===== config.mk =====
export PLATFORM = sky130hd
export DESIGN_NAME = led_matrix_frame_composer_unit
export DESIGN_NICKNAME = d
export VERILOG_FILES = /design/src/rtl/lmfc_pkg.sv /design/src/rtl/led_matrix_frame_composer_unit.sv /design/src/rtl/lmfc_front.sv /design/src/rtl/lmfc_queue.sv /design/src/rtl/lmfc_back.sv
export SDC_FILE = /design/constraint.sdc
export NUM_CORES = 1
export LEC_CHECK = 0
export BUFFER_PORTS_ARGS = -buffer_cell sky130_fd_sc_hd__buf_2
export CAP_MARGIN = 20
export CELL_PAD_IN_SITES_DETAIL_PLACEMENT = 0
export CELL_PAD_IN_SITES_GLOBAL_PLACEMENT = 1
export CORE_MARGIN = 5
export CORE_UTILIZATION = 35
export DETAILED_ROUTE_END_ITERATION = 8
export GPL_TIMING_DRIVEN = 1
export PLACE_DENSITY_LB_ADDON = 0.1
export SLEW_MARGIN = 20
export SYNTH_ARGS = -nofsm -noshare
export SYNTH_HDL_FRONTEND = slang
export SYNTH_HIERARCHICAL = 1
export SYNTH_SLANG_ARGS = --single-unit

===== constraint.sdc =====
create_clock -name clk -period 8.9 [get_ports clk]
set_clock_uncertainty 0.05 [all_clocks]
set_input_delay 1.78 -clock clk [delete_from_list [all_inputs] [get_ports clk]]
set_output_delay 1.78 -clock clk [all_outputs]
set_load 0.02 [all_outputs]

===== src/rtl/lmfc_pkg.sv =====
// shared types, constants and font table for the led matrix frame composer
package lmfc_pkg;

  localparam int unsigned ROWS      = 8;
  localparam int unsigned ROW_W     = $clog2(ROWS);
  localparam int unsigned DIGIT_MAX = 99;
  localparam int unsigned QUEUE_DEPTH = 2;

  // reciprocal of ten in 11 fractional bits, exact for values up to 99
  localparam logic [7:0]  TENTH_RECIP = 8'd205;
  localparam int unsigned TENTH_SHIFT = 11;

  localparam logic MODE_DIGITS = 1'b0;
  localparam logic MODE_BAR    = 1'b1;

  localparam logic [2:0] ROT_0   = 3'd0;
  localparam logic [2:0] ROT_90  = 3'd1;
  localparam logic [2:0] ROT_180 = 3'd2;
  localparam logic [2:0] ROT_270 = 3'd3;

  // request word
  typedef struct packed {
    logic        mode;
    logic [9:0]  digit_value;
    logic [2:0]  rotation;
    logic [11:0] sample_col0;
    logic [11:0] sample_col1;
    logic [11:0] sample_col2;
    logic [11:0] sample_col3;
    logic [11:0] sample_col4;
    logic [11:0] sample_col5;
    logic [11:0] sample_col6;
    logic [11:0] sample_col7;
  } request_t;

  // row write word
  typedef struct packed {
    logic [3:0] row_address;
    logic [7:0] row_data;
    logic       last_row;
  } result_t;

  // unrotated frame, row index outer
  typedef logic [ROWS-1:0][7:0] frame_t;

  // composed frame waiting for the back end
  typedef struct packed {
    frame_t     frame;
    logic [2:0] rotation;
  } job_t;

  // queue status seen by the back end
  typedef struct packed {
    logic not_empty;
    job_t head;
  } queue_head_t;

  // eight glyph rows of one digit, row 0 in the low nibble
  function automatic logic [31:0] glyph_rows(input logic [3:0] digit);
    logic [31:0] rows;
    case (digit)
      4'd0:    rows = 32'h0EAAAAE0;
      4'd1:    rows = 32'h04644440;
      4'd2:    rows = 32'h04A842E0;
      4'd3:    rows = 32'h0E848A60;
      4'd4:    rows = 32'h0AAE8880;
      4'd5:    rows = 32'h0E268A60;
      4'd6:    rows = 32'h0E2EAAE0;
      4'd7:    rows = 32'h0E842220;
      4'd8:    rows = 32'h0EAEAAE0;
      4'd9:    rows = 32'h0EAE8AE0;
      default: rows = 32'h00000000;
    endcase
    return rows;
  endfunction

endpackage


===== src/rtl/led_matrix_frame_composer_unit.sv =====
// top level of the led matrix frame composer
// Each accepted request (start high while busy is low) produces eight row writes,
// rows 1 to 8 in order, each shown for one cycle with strobe high and the eighth
// marked by last_row; the writes of one request come in consecutive cycles.
// From idle, a request passes the front register, a queue entry, the back end's
// job register and the output register before its first row write appears. The
// back end's row counter, which issues one row write per cycle, sets the sustained
// request rate. A two-entry frame queue and a one-word front register let up to
// three further requests be taken while a frame is being written out; busy rises
// only when all of them are occupied. The receiver cannot stall the row writes.
module led_matrix_frame_composer_unit
  import lmfc_pkg::*;
(
  input  logic     clk,
  input  logic     rst,
  input  logic     start,
  output logic     busy,
  input  request_t request,
  output logic     strobe,
  output result_t  result
);

  logic        queue_full;
  logic        push;
  job_t        push_job;
  logic        pop;
  queue_head_t head;

  lmfc_front u_front (
    .clk        (clk),
    .rst        (rst),
    .start      (start),
    .busy       (busy),
    .request    (request),
    .queue_full (queue_full),
    .push       (push),
    .push_job   (push_job)
  );

  lmfc_queue u_queue (
    .clk      (clk),
    .rst      (rst),
    .push     (push),
    .push_job (push_job),
    .pop      (pop),
    .full     (queue_full),
    .head     (head)
  );

  lmfc_back u_back (
    .clk    (clk),
    .rst    (rst),
    .head   (head),
    .pop    (pop),
    .strobe (strobe),
    .result (result)
  );

  // last row flag only on row eight
  assert property (@(posedge clk) disable iff (rst)
    strobe |-> (result.last_row == (result.row_address == 4'd8)))
    else $error("last_row does not match row eight");

  // rows of one frame follow without a gap
  assert property (@(posedge clk) disable iff (rst)
    strobe && !result.last_row |=> strobe)
    else $error("gap inside a frame");

  // row addresses step by one within a frame
  assert property (@(posedge clk) disable iff (rst)
    strobe && !result.last_row |=> result.row_address == $past(result.row_address) + 4'd1)
    else $error("row address out of sequence");

  // a frame begins at row one
  assert property (@(posedge clk) disable iff (rst)
    strobe && result.last_row |=> !strobe || result.row_address == 4'd1)
    else $error("frame does not start at row one");

endmodule


===== src/rtl/lmfc_front.sv =====
// front end: takes requests, draws the unrotated frame and pushes it to the queue
module lmfc_front
  import lmfc_pkg::*;
(
  input  logic     clk,
  input  logic     rst,
  input  logic     start,
  output logic     busy,
  input  request_t request,
  input  logic     queue_full,
  output logic     push,
  output job_t     push_job
);

  logic     valid;
  logic     valid_next;
  request_t word;

  logic [6:0]  num_sat;
  logic [14:0] tens_prod;
  logic [3:0]  tens;
  logic [3:0]  ones;
  logic [6:0]  tens_times_ten;
  logic [31:0] ones_rows;
  logic [31:0] tens_rows;
  logic [ROWS-1:0][11:0] samples;
  frame_t      digit_frame;
  frame_t      bar_frame;

  assign busy = valid & queue_full;
  assign push = valid & ~queue_full;

  // holding register for one accepted word
  always_comb begin
    valid_next = valid;
    if (start && !busy) begin
      valid_next = 1'b1;
    end else if (push) begin
      valid_next = 1'b0;
    end
  end

  always_ff @(posedge clk) begin
    if (rst) begin
      valid <= 1'b0;
    end else begin
      valid <= valid_next;
    end
  end

  always_ff @(posedge clk) begin
    if (start && !busy) begin
      word <= request;
    end
  end

  // split the saturated number into tens and ones
  always_comb begin
    num_sat        = (word.digit_value > 10'(DIGIT_MAX)) ? 7'(DIGIT_MAX)
                                                          : word.digit_value[6:0];
    tens_prod      = 15'(num_sat) * 15'(TENTH_RECIP);
    tens           = tens_prod[TENTH_SHIFT +: 4];
    tens_times_ten = 7'(tens) * 7'd10;
    ones           = 4'(num_sat - tens_times_ten);
    ones_rows      = glyph_rows(ones);
    tens_rows      = glyph_rows(tens);
    for (int r = 0; r < ROWS; r++) begin
      digit_frame[r] = {ones_rows[4*r +: 4], tens_rows[4*r +: 4]};
    end
  end

  // bar graph: column k lit in row r when the sample exceeds r steps
  always_comb begin
    samples = {word.sample_col7, word.sample_col6, word.sample_col5, word.sample_col4,
               word.sample_col3, word.sample_col2, word.sample_col1, word.sample_col0};
    for (int r = 0; r < ROWS; r++) begin
      for (int k = 0; k < ROWS; k++) begin
        bar_frame[r][k] = samples[k] > {1'b0, 3'(r), 8'h00};
      end
    end
  end

  assign push_job.frame    = (word.mode == MODE_BAR) ? bar_frame : digit_frame;
  assign push_job.rotation = word.rotation;

endmodule


===== src/rtl/lmfc_queue.sv =====
// two-entry queue of composed frames between front and back ends
module lmfc_queue
  import lmfc_pkg::*;
(
  input  logic        clk,
  input  logic        rst,
  input  logic        push,
  input  job_t        push_job,
  input  logic        pop,
  output logic        full,
  output queue_head_t head
);

  localparam int unsigned PTR_W = $clog2(QUEUE_DEPTH);

  job_t             entries [QUEUE_DEPTH];
  logic [PTR_W-1:0] wr_ptr;
  logic [PTR_W-1:0] rd_ptr;
  logic [PTR_W:0]   count;

  assign full           = count == (PTR_W+1)'(QUEUE_DEPTH);
  assign head.not_empty = count != '0;
  assign head.head      = entries[rd_ptr];

  // storage
  always_ff @(posedge clk) begin
    if (push) begin
      entries[wr_ptr] <= push_job;
    end
  end

  // pointers and fill count
  always_ff @(posedge clk) begin
    if (rst) begin
      wr_ptr <= '0;
      rd_ptr <= '0;
      count  <= '0;
    end else begin
      if (push) begin
        wr_ptr <= wr_ptr + 1'b1;
      end
      if (pop) begin
        rd_ptr <= rd_ptr + 1'b1;
      end
      count <= count + (PTR_W+1)'(push) - (PTR_W+1)'(pop);
    end
  end

endmodule


===== src/rtl/lmfc_back.sv =====
// back end: rotates the current frame one row per cycle and issues row writes
module lmfc_back
  import lmfc_pkg::*;
(
  input  logic        clk,
  input  logic        rst,
  input  queue_head_t head,
  output logic        pop,
  output logic        strobe,
  output result_t     result
);

  logic             active;
  logic [ROW_W-1:0] row;
  job_t             job;
  logic             last;
  logic [7:0]       row_bits;

  assign last = row == ROW_W'(ROWS - 1);
  assign pop  = head.not_empty & (~active | last);

  // row sequencer
  always_ff @(posedge clk) begin
    if (rst) begin
      active <= 1'b0;
      row    <= '0;
    end else if (pop) begin
      active <= 1'b1;
      row    <= '0;
    end else if (active) begin
      active <= ~last;
      row    <= row + ROW_W'(1);
    end
  end

  always_ff @(posedge clk) begin
    if (pop) begin
      job <= head.head;
    end
  end

  // rotated row for the current row index
  always_comb begin
    row_bits = '0;
    for (int j = 0; j < ROWS; j++) begin
      unique case (job.rotation)
        ROT_0:   row_bits[j]     = job.frame[row][j];
        ROT_90:  row_bits[j]     = job.frame[j][ROW_W'(ROWS - 1) - row];
        ROT_180: row_bits[7 - j] = job.frame[ROW_W'(ROWS - 1) - row][j];
        ROT_270: row_bits[7 - j] = job.frame[j][row];
        default: row_bits[j]     = 1'b0;
      endcase
    end
  end

  // output register
  always_ff @(posedge clk) begin
    if (rst) begin
      strobe <= 1'b0;
    end else begin
      strobe <= active;
    end
  end

  always_ff @(posedge clk) begin
    result.row_address <= 4'(row) + 4'd1;
    result.row_data    <= row_bits;
    result.last_row    <= last;
  end

endmodule


======== Word level (Yosys, flattened, before mapping) ========
Memories as Yosys holds them, arrays and structs flattened. A register that Yosys moved wholly into a read port is not among the register bits.
Cells that the tools add are included.
word-level totals
  register bits after elaboration ......... 133
  RAM bits ................................ 134
  ROM bits ................................ 576
  input port bits ......................... 113
  output and inout port bits .............. 15
  word-level logic and storage cells ...... 180
  memories ................................ 3
operators by class
  add/sub/neg operators ................... 8
  multiply operators ...................... 2
  magnitude comparators ................... 67
  equality and inequality tests ........... 5
  mux-type cells .......................... 60
  bitwise logic cells ..................... 7
  reduce and logical (&&, ||, !) cells .... 7
memory list
  name             depth  width  rd ports  clocked after memory_dff  write ports  RTL line          RTL
  (no name shown)  16     18     1         0                         0            lmfc_pkg.sv:61    case (digit)
  (no name shown)  16     18     1         0                         0            lmfc_pkg.sv:61
  u_queue.entries  2      67     1         1                         1            lmfc_queue.sv:16  job_t entries [QUEUE_DEPTH];
operators by type and width
  kind                                                             count
  greater-than comparator 12 x 11 -> 1 bit, second input constant  32
  greater-than comparator 12 x 10 -> 1 bit, second input constant  16
  greater-than comparator 12 x 1 -> 1 bit, second input constant   8
  greater-than comparator 12 x 9 -> 1 bit, second input constant   8
  2-to-1 mux 64 bit                                                1
  binary-select mux 1 bit (select 3 bit)                           16
  binary-select mux 8 bit (select 3 bit)                           2
  2-to-1 mux 1 bit                                                 26
  2-to-1 mux 8 bit                                                 2
  one-hot mux 1 bit (2 select lines)                               8
  multiplier 7 x 8 -> 15 bit, second input constant                1
  one-hot mux 1 bit (3 select lines)                               4
  greater-than comparator 10 x 7 -> 1 bit, second input constant   1
  less-than comparator 3 x 4 -> 1 bit, second input constant       2
  2-to-1 mux 7 bit                                                 1
  equality test 3 x 2 -> 1 bit, second input constant              2
  adder 3 x 1 -> 4 bit, second input constant                      1
  multiplier 4 x 3 -> 3 bit, second input constant                 1
  nonzero test 2 bit                                               2
  OR reduction 2 bit                                               2
  subtractor 4 bit                                                 1
  adder 3 x 1 -> 3 bit, second input constant                      1
  AND 1 bit                                                        3
  equality test 3 x 1 -> 1 bit, second input constant              1
  other kinds (11)                                                 14

======== Logic depth before layout (Yosys ltp) ========
Gate-level depths: netlist of the first run.
An unclocked memory read counts as a cell.
  depth after elaboration ................. 7
  mapped depth ............................ 28
  depth with buffers taken out ............ 27

======== Hierarchy ========
The synthesis of the first run kept the hierarchy.
modules (own cells, without submodules)
  module      instances  cells each  area an instance (um^2)  sequential area each (um^2)
  lmfc_front  1          555         6332.3                   3323.2
  lmfc_queue  1          229         5166.2                   4124.0
  lmfc_back   1          345         4667.0                   2372.3

======== Least setup slack after synthesis of the first run ========
No wires, ideal clock.
  kind .................................... input to register
  from .................................... in start
  to ...................................... reg u_front.word, in the netlist u_front/push_job[0], enable pin
  library setup time ...................... 0.591 ns
  arrival ................................. 6.559 ns
  required time ........................... 8.259 ns
  path slack .............................. 1.700 ns
  cell stages on the path ................. 1
  path buffers ............................ 0
  cell sequence ........................... nor2b_1
on the way
  longest elaborated chain between the ends .. 1
RTL lines
  item                  RTL line                              RTL
  start, declared       led_matrix_frame_composer_unit.sv:16  input logic start,
  logical AND 1 bit     lmfc_front.sv:52                      if (start && !busy) begin
  end signal, assigned  lmfc_front.sv:53                      word <= request;
  end, declared         lmfc_front.sv:17                      request_t word;
No other way between the ends.
A chain may end at the register's enable or synchronous reset.

==> results of run 1 <==
synth_stat cells (all sizes together), types with 7 or more instances:
master	count	area share, %
nand4	13	0.54
nor2	43	1.1
nand2	40	0.94
and2	10	0.39
ha	45	3.5
inv	45	1.0
mux2i	75	4.6
o211ai	8	0.37
nor4	20	0.77
o22ai	33	1.3
nor3	11	0.47
nor2b	39	1.5
xnor2	7	0.38
o31ai	8	0.40
nand2b	17	0.66
edfxtp	311	58
o21a	8	0.42
o21ai	60	1.9
buf	36	1.7
nand3	22	0.68
or2	14	0.54
mux2	67	5.4
fa	8	0.99
a31oi	10	0.48
o221ai	7	0.38
dfxtp	24	3.0
mux4	24	3.3
clkbuf	19	0.44
a21oi	38	1.2
a221oi	8	0.43
layer usage:
metal / part of all wire (%) / up-vias
met1: 47 / 4657
met5: 0 / -
met2: 47 / 150
li1: - / 4663
met4: 2.4 / 0
met3: 3.7 / 54
worst max-delay path, delay by kind of cell (launching register included):
kind | cells | cell delay (ns)
flip-flops | 1 | 0.41
AND/OR/NAND/NOR | 8 | 2.27
AO/OA/AOI/OAI | 3 | 0.62
adder cells (fa/ha/maj) | 6 | 1.93
XOR/XNOR | 2 | 1.19
buffers and inverters | 1 | 0.12
worst max-delay path by stage:
stage | start | cells after the start | to
2_1_floorplan | start | 1 | u_front/push_job[0]
3_3_place_gp | u_front/word[108] | 20 | u_queue/entries[0][40]
3_5_place_dp | u_front/word[108] | 20 | u_queue/entries[1][56]
4_1_cts | u_front/word[108] | 20 | u_queue/entries[1][56]
5_1_grt | u_front/word[108] | 21 | u_queue/entries[0][58]
6_report | u_front/word[108] | 20 | u_queue/entries[1][56]
registers in the layout (all words and copies together), names as in the netlist, named ones only:
name / flops
u_queue/count: 2
u_back/strobe: 1
u_queue/wr_ptr: 1
u_queue/rd_ptr: 1
u_front/push_job: 3
u_front/valid: 1
u_back/active: 1
u_back/job: 67
u_front/word: 11
u_queue/entries: 134
u_back/result: 13
u_back/row: 3
u_front/samples: 96
power by group:
part	switching, mW	internal (mW)
Combinational	0.782	0.636
Sequential	0.237	2.11
Clock	0.628	0.922
Total	1.65	3.67
final cells by class:
type                            instances  area [um2]
Fill cell                            4231       27000
Clock inverter                         20         169
Sequential cell                       335        9830
Tap cell                              600         751
Inverter                               45         169
Multi-Input combinational cell        694        5840
Clock buffer                           51        1080
Timing Repair Buffer                  143         756
logic make-up after synthesis:
family	share of synthesized area, %
compound gates	9.17
xor+xnor	0.681
fa+ha+maj	4.47
buf+inv	3.22
flops	60.7
mux	13.4
simple gates	8.36
through the flow:
| stage | std cells | hold WS [ns] | area [um2] | utilization [%] |
|---|---|---|---|---|
| after floorplan | 1129 | 0.431 | 16200 | - |
| after CTS | 1888 | 0.401 | 18600 | 40.8 |
| final | 1888 | 0.400 | 18600 | 40.8 |
| after detailed placement | 1817 | 0.388 | 17300 | 38.1 |
| after global routing | 1888 | 0.421 | 18600 | 40.8 |
| after global placement | 1817 | 0.378 | 17300 | 38.1 |
cell usage in the layout, fill, tap and decap left out, types with 8 or more instances in the layout:
cell,netlist,routed
mux4_2,24,24
nand4_1,12,12
mux2_4,30,30
fa_1,8,8
nor4_1,20,20
o21ai_0,53,53
a31oi_1,9,9
nor3_1,8,8
inv_1,45,45
mux2i_1,75,75
dfxtp_1,24,22
mux2_2,37,37
buf_4,9,16
nor2b_1,39,37
nand2b_1,17,17
and2_1,10,8
edfxtp_1,311,311
clkbuf_16,0,42
clkbuf_1,19,9
buf_2,10,127
o211ai_1,8,8
nand3_1,22,22
a21oi_1,37,37
nor2_1,41,41
clkinv_1,0,8
nand2_1,39,39
or2_2,13,13
a221oi_1,8,8
o22ai_1,33,33
ha_1,45,45
==> flow_summary.ini, run 1 <==
[run_status]
outcome = finished clean

[synthesis]
async_flop_share_pct = 0
seq_area_frac_synth_pct = 60.7
synth_cell_types = 79
synth_edf_count = 311
synth_area_um2 = 16200
synthCells = 1129
avgSynthCellArea_um2 = 14.3
synth_nets = 1295
synth_flop_cell = edfxtp_1
ys_ff_latch = 335
yosys_warnings = 6

[clock_tree]
numCtsBuffers = 40
path_clk_slew_ns = 0.05
clock_latency_ns = 0.56
cts_tree = done
cts_setup_buffers = 0
clock-sinks = 335
htree_levels = 2
ctsHoldBuffers = 0
root_buffer = clkbuf_16
cts_resized = 0
clockBufferDepth = 3

[worst_setup_path]
r2r_end = u_queue/entries[1][56]
crit_type = reg2reg
crit_fanout = 12
crit_chain = nor3_4 > nand2_1 > inv_1 > ha_1 > ha_1 > or2_2 > fa_1 > ha_1 > ha_1 > a21oi_1 > nand2_1 > or2_1 > a21oi_1 > xor2_1 > ha_1 > xor2_1 > or3_1 > nor3_2 > nor3_2 > o221ai_1
cp-end-kind = flip-flop
rrSetupSlack_ns = 1.99
cp_slowest_stage_delay_ns = 0.68
arrival_ns = 7.09
cp_slowest_cell = nor3_2
worst_path_most_repeated_cell = ha_1
critPathLaunchType = flip-flop
cp.required_ns = 9.08
timing.rr.start = u_front/word[108]
reg2reg_depth = 20

[global_routing]
gr-total-overflow = 0
grt_max_degree = 72
grt-busiest-layer = met2
met1_usage_pct = 19.9
antenna_found_initial = 0
met3_usage_pct = 2.80
grt_pass1_vias = 9765
grt_usage_pct = 14.6
grt_pass1_wl_mm = 57.5
met2_usage_pct = 23.7

[worst_hold_path]
min_path_type = reg2reg
hold_end = u_queue/entries[0][1]
hold_start = u_front/push_job[1]
whs_path_depth = 0

[layout]
nets = 1425
syn2layout_area_growth_pct = 15.1
n_antenna_cell = 0
drive_above_1_share_pct = 25.3

[route]
drt-total-wl_mm = 37.2
drt_first_pass_iters = 4
wl_per_cell_um = 19.7
vias = 9524
drc_errors = 0
ant_nets = 0
viasPerCell = 5.04
drtIter0Drc = 548

[placed_design]
post-dp-hpwl_mm = 25.8
port_buffers = 127
place_congestion = 0.848
pre_cts_slack_ns = 1.99

[sta]
clock.fmax_mhz = 145
timing.final.ws_setup_ns = 1.99
fin_crit_sh_pct = 77.7
min_period_ns = 6.91
tns_ns = 0
tightest_slew_ns = 1.09
drv_slew = 0
grt_setup_unrepaired = no
hold_violations = 0
setup_viol = 0
slew-limit-headroom_pct = 27.4

[flow_run]
drv_cap = 0

[power]
ir_drop_mv = 0.216
leakage_nw = 6.59
total_power_mw = 5.32
p_per_area_nw_per_um2 = 286

[floorplanning]
start_util_pct = 35.5
die_w_um = 225
std_cell_rows = 78
coreArea_um2 = 45600
dieArea_um2 = 50600
io_pins = 128
dieHeight_um = 225
Note: power is estimated with default switching activity, not from simulation.
==> inputs of run 2 (changes only) <==
--- a/config.mk
+++ b/config.mk
@@ -5,6 +5,7 @@
 export SDC_FILE = /design/constraint.sdc
 export NUM_CORES = 1
 export LEC_CHECK = 0
+export ABC_AREA = 1
 export BUFFER_PORTS_ARGS = -buffer_cell sky130_fd_sc_hd__buf_2
 export CAP_MARGIN = 20
 export CELL_PAD_IN_SITES_DETAIL_PLACEMENT = 0
==> constraint.sdc (replaced) <==
create_clock -name clk -period 7.2 [get_ports clk]
set_clock_uncertainty 0.05 [all_clocks]
set_input_delay 1.44 -clock clk [delete_from_list [all_inputs] [get_ports clk]]
set_output_delay 1.44 -clock clk [all_outputs]
set_load 0.02 [all_outputs]
==> run 2 against run 1 <==
Against the previous run: final area down 0.43%; non-clock buffer count shrank 4; die area is 0.73% lower; worst hold slack worse by 0.0027 ns; sequential power increased by 21%; routed wire length rose by 0.28%; cell count increased by 18%; sequential cell count unchanged; synthesized cell count up 30%; utilization barely moved; area after synthesis down 0.77%; largest power group unchanged.
==> flow_summary.ini, run 2 <==
[worst_hold_path]
min_path_type = reg2reg
hold_start = u_front/push_job[0]
hold_end = u_queue/entries[1][0]
whs_path_depth = 0

[clock_tree]
ctsHoldBuffers = 0
numCtsBuffers = 39
path_clk_slew_ns = 0.06
cts_setup_buffers = 0
clock_latency_ns = 0.56
cts_tree = done
htree_levels = 2
clock-sinks = 335
cts_resized = 0
root_buffer = clkbuf_16
clockBufferDepth = 3

[layout]
fin_area_um2 = 18500
syn2layout_area_growth_pct = 15.4
final_common_cell = nand2_1
largest_register_ffs = 134
drive_above_1_share_pct = 18.7
fin_cells = 2229
nets = 1765
n_antenna_cell = 0
final_cell_mix = 362 x nand2_1, 311 x edfxtp_1, 221 x nand3_1
top_register = u_queue/entries

[synthesis]
synth_edf_count = 311
yosysTopAreaCellShare_pct = 58.2
avgSynthCellArea_um2 = 10.9
synth_nets = 1636
synth_cell_types = 39
ys_ff_latch = 335
synth_flop_cell = edfxtp_1
synth_area_um2 = 16000
async_flop_share_pct = 0
seq_area_frac_synth_pct = 61.2
synth_area_leaders = edfxtp_1 58%, nand2_1 8.5%, nand3_1 6.9%, ha_1 3.5%, inv_1 3.3%
yosys_warnings = 6
yosys.area.top_type = edfxtp_1
synthCells = 1470
synth.most_common_cell = nand2_1
ys_top_cells_by_count = 362 x nand2_1, 311 x edfxtp_1, 221 x nand3_1

[global_routing]
antenna_found_initial = 2
met2_usage_pct = 22.8
grt-busiest-layer = met2
met1_usage_pct = 21.2
grt_pass1_vias = 10600
grt_max_degree = 70
grt_usage_pct = 14.8
met3_usage_pct = 3.18
gr-total-overflow = 0
grt_pass1_wl_mm = 58.6

[sta]
drv_slew = 0
min_period_ns = 5.69
tightest_slew_ns = 1.09
fin_crit_sh_pct = 79.0
slew-limit-headroom_pct = 27.5
grt_setup_unrepaired = no
clock.fmax_mhz = 176
hold_violations = 0
setup_viol = 0
tns_ns = 0

[worst_setup_path]
arrival_ns = 6.05
crit_fanout = 9
reg2reg_depth = 29
cp.required_ns = 7.56
rrSetupSlack_ns = 1.51
r2r_end = u_queue/entries[0][26]
worst_path_most_repeated_cell = nand2_1
crit_buf_inv = 6
cp-end-kind = flip-flop
cp_slowest_stage_delay_ns = 0.43
critPathLaunchType = flip-flop
cp_slowest_cell = edfxtp_1
crit_type = reg2reg
timing.rr.start = u_front/word[101]
path_depth = 29
cp_top_family = adder cells

[route]
vias = 10700
ant_nets = 0
drt-total-wl_mm = 37.3
drtIter0Drc = 631
drt_first_pass_iters = 5
viasPerCell = 4.80
wl_per_cell_um = 16.7
drc_errors = 0

[flow_run]
drv_cap = 0

[floorplanning]
start_util_pct = 35.3
dieHeight_um = 224
dieArea_um2 = 50200
coreArea_um2 = 45400
std_cell_rows = 78
die_w_um = 224
io_pins = 128

[power]
total_power_mw = 6.62
p_per_area_nw_per_um2 = 357
leakage_nw = 7.56
ir_drop_mv = 0.186

[run_status]
outcome = finished clean

[placed_design]
place_congestion = 0.833
dpl_cell_area_um2 = 17200
post-dp-hpwl_mm = 27.2
port_buffers = 127
dp.cells = 2158
run 2: cell count changes after synthesis, moves of 24 or more:
| cell | previous run | this run |
|---|---|---|
| o21ai_0 | 53 | 25 |
| mux2i_1 | 75 | 1 |
| nor2_1 | 41 | 77 |
| nand3_1 | 22 | 221 |
| mux4_2 | 24 | 0 |
| o22ai_1 | 33 | 0 |
| nor2b_1 | 39 | 0 |
| inv_1 | 45 | 139 |
| nand2_1 | 39 | 362 |
run 2: kinds of logic after synthesis:
logic type	Yosys count	share of synthesized area, %
flops	335	61.2
simple gates	716	19.5
buf+inv	197	5.32
fa+ha+maj	53	4.51
mux	68	5.47
compound gates	97	3.69
xor+xnor	4	0.265
run 2: worst max-delay path by stage:
stage                                 start                      to  slack, ns
after global routing      u_front/word[101]  u_queue/entries[0][26]       1.01
after floorplan                       start     u_front/push_job[0]       0.54
after global placement    u_front/word[101]  u_queue/entries[0][26]       1.58
final                     u_front/word[101]  u_queue/entries[0][26]       1.51
after detailed placement  u_front/word[101]  u_queue/entries[1][26]       1.46
after CTS                 u_front/word[101]  u_queue/entries[0][26]       1.45
run 2: metal layers:
layer	wire length [um]	part of all wire, %	up-vias
met1	17700	47	5005
li1	-	-	5367
met3	1790	4.8	61
met2	16800	45	256
met4	973	2.6	4
met5	29	0.078	-
run 2: through the flow:
| step | util (%) | hold WS [ns] | setup slack [ns] |
|---|---|---|---|
| final | 40.8 | 0.397 | 1.51 |
| after global routing | 40.8 | 0.431 | 1.01 |
| after CTS | 40.8 | 0.397 | 1.45 |
| after detailed placement | 38.0 | 0.383 | 1.46 |
| after global placement | 38.0 | 0.391 | 1.58 |
| after floorplan | - | 0.398 | 0.538 |
run 2: cell type report:
cell class                 instances  area (um2)
fill                            4390       26900
tap                              600         751
sequential                       335        9830
multi-input combinational        938        5400
inverter                         146         549
clock buffer                      43        1030
timing repair buffer             139         726
clock inverter                    28         238
run 2: report_power, final:
group / switching (mW) / total (mW) / internal (mW)
clock: 0.777 / 1.93 / 1.15
sequential: 0.215 / 2.84 / 2.63
combinational: 1.21 / 1.85 / 0.634
total: 2.21 / 6.62 / 4.41
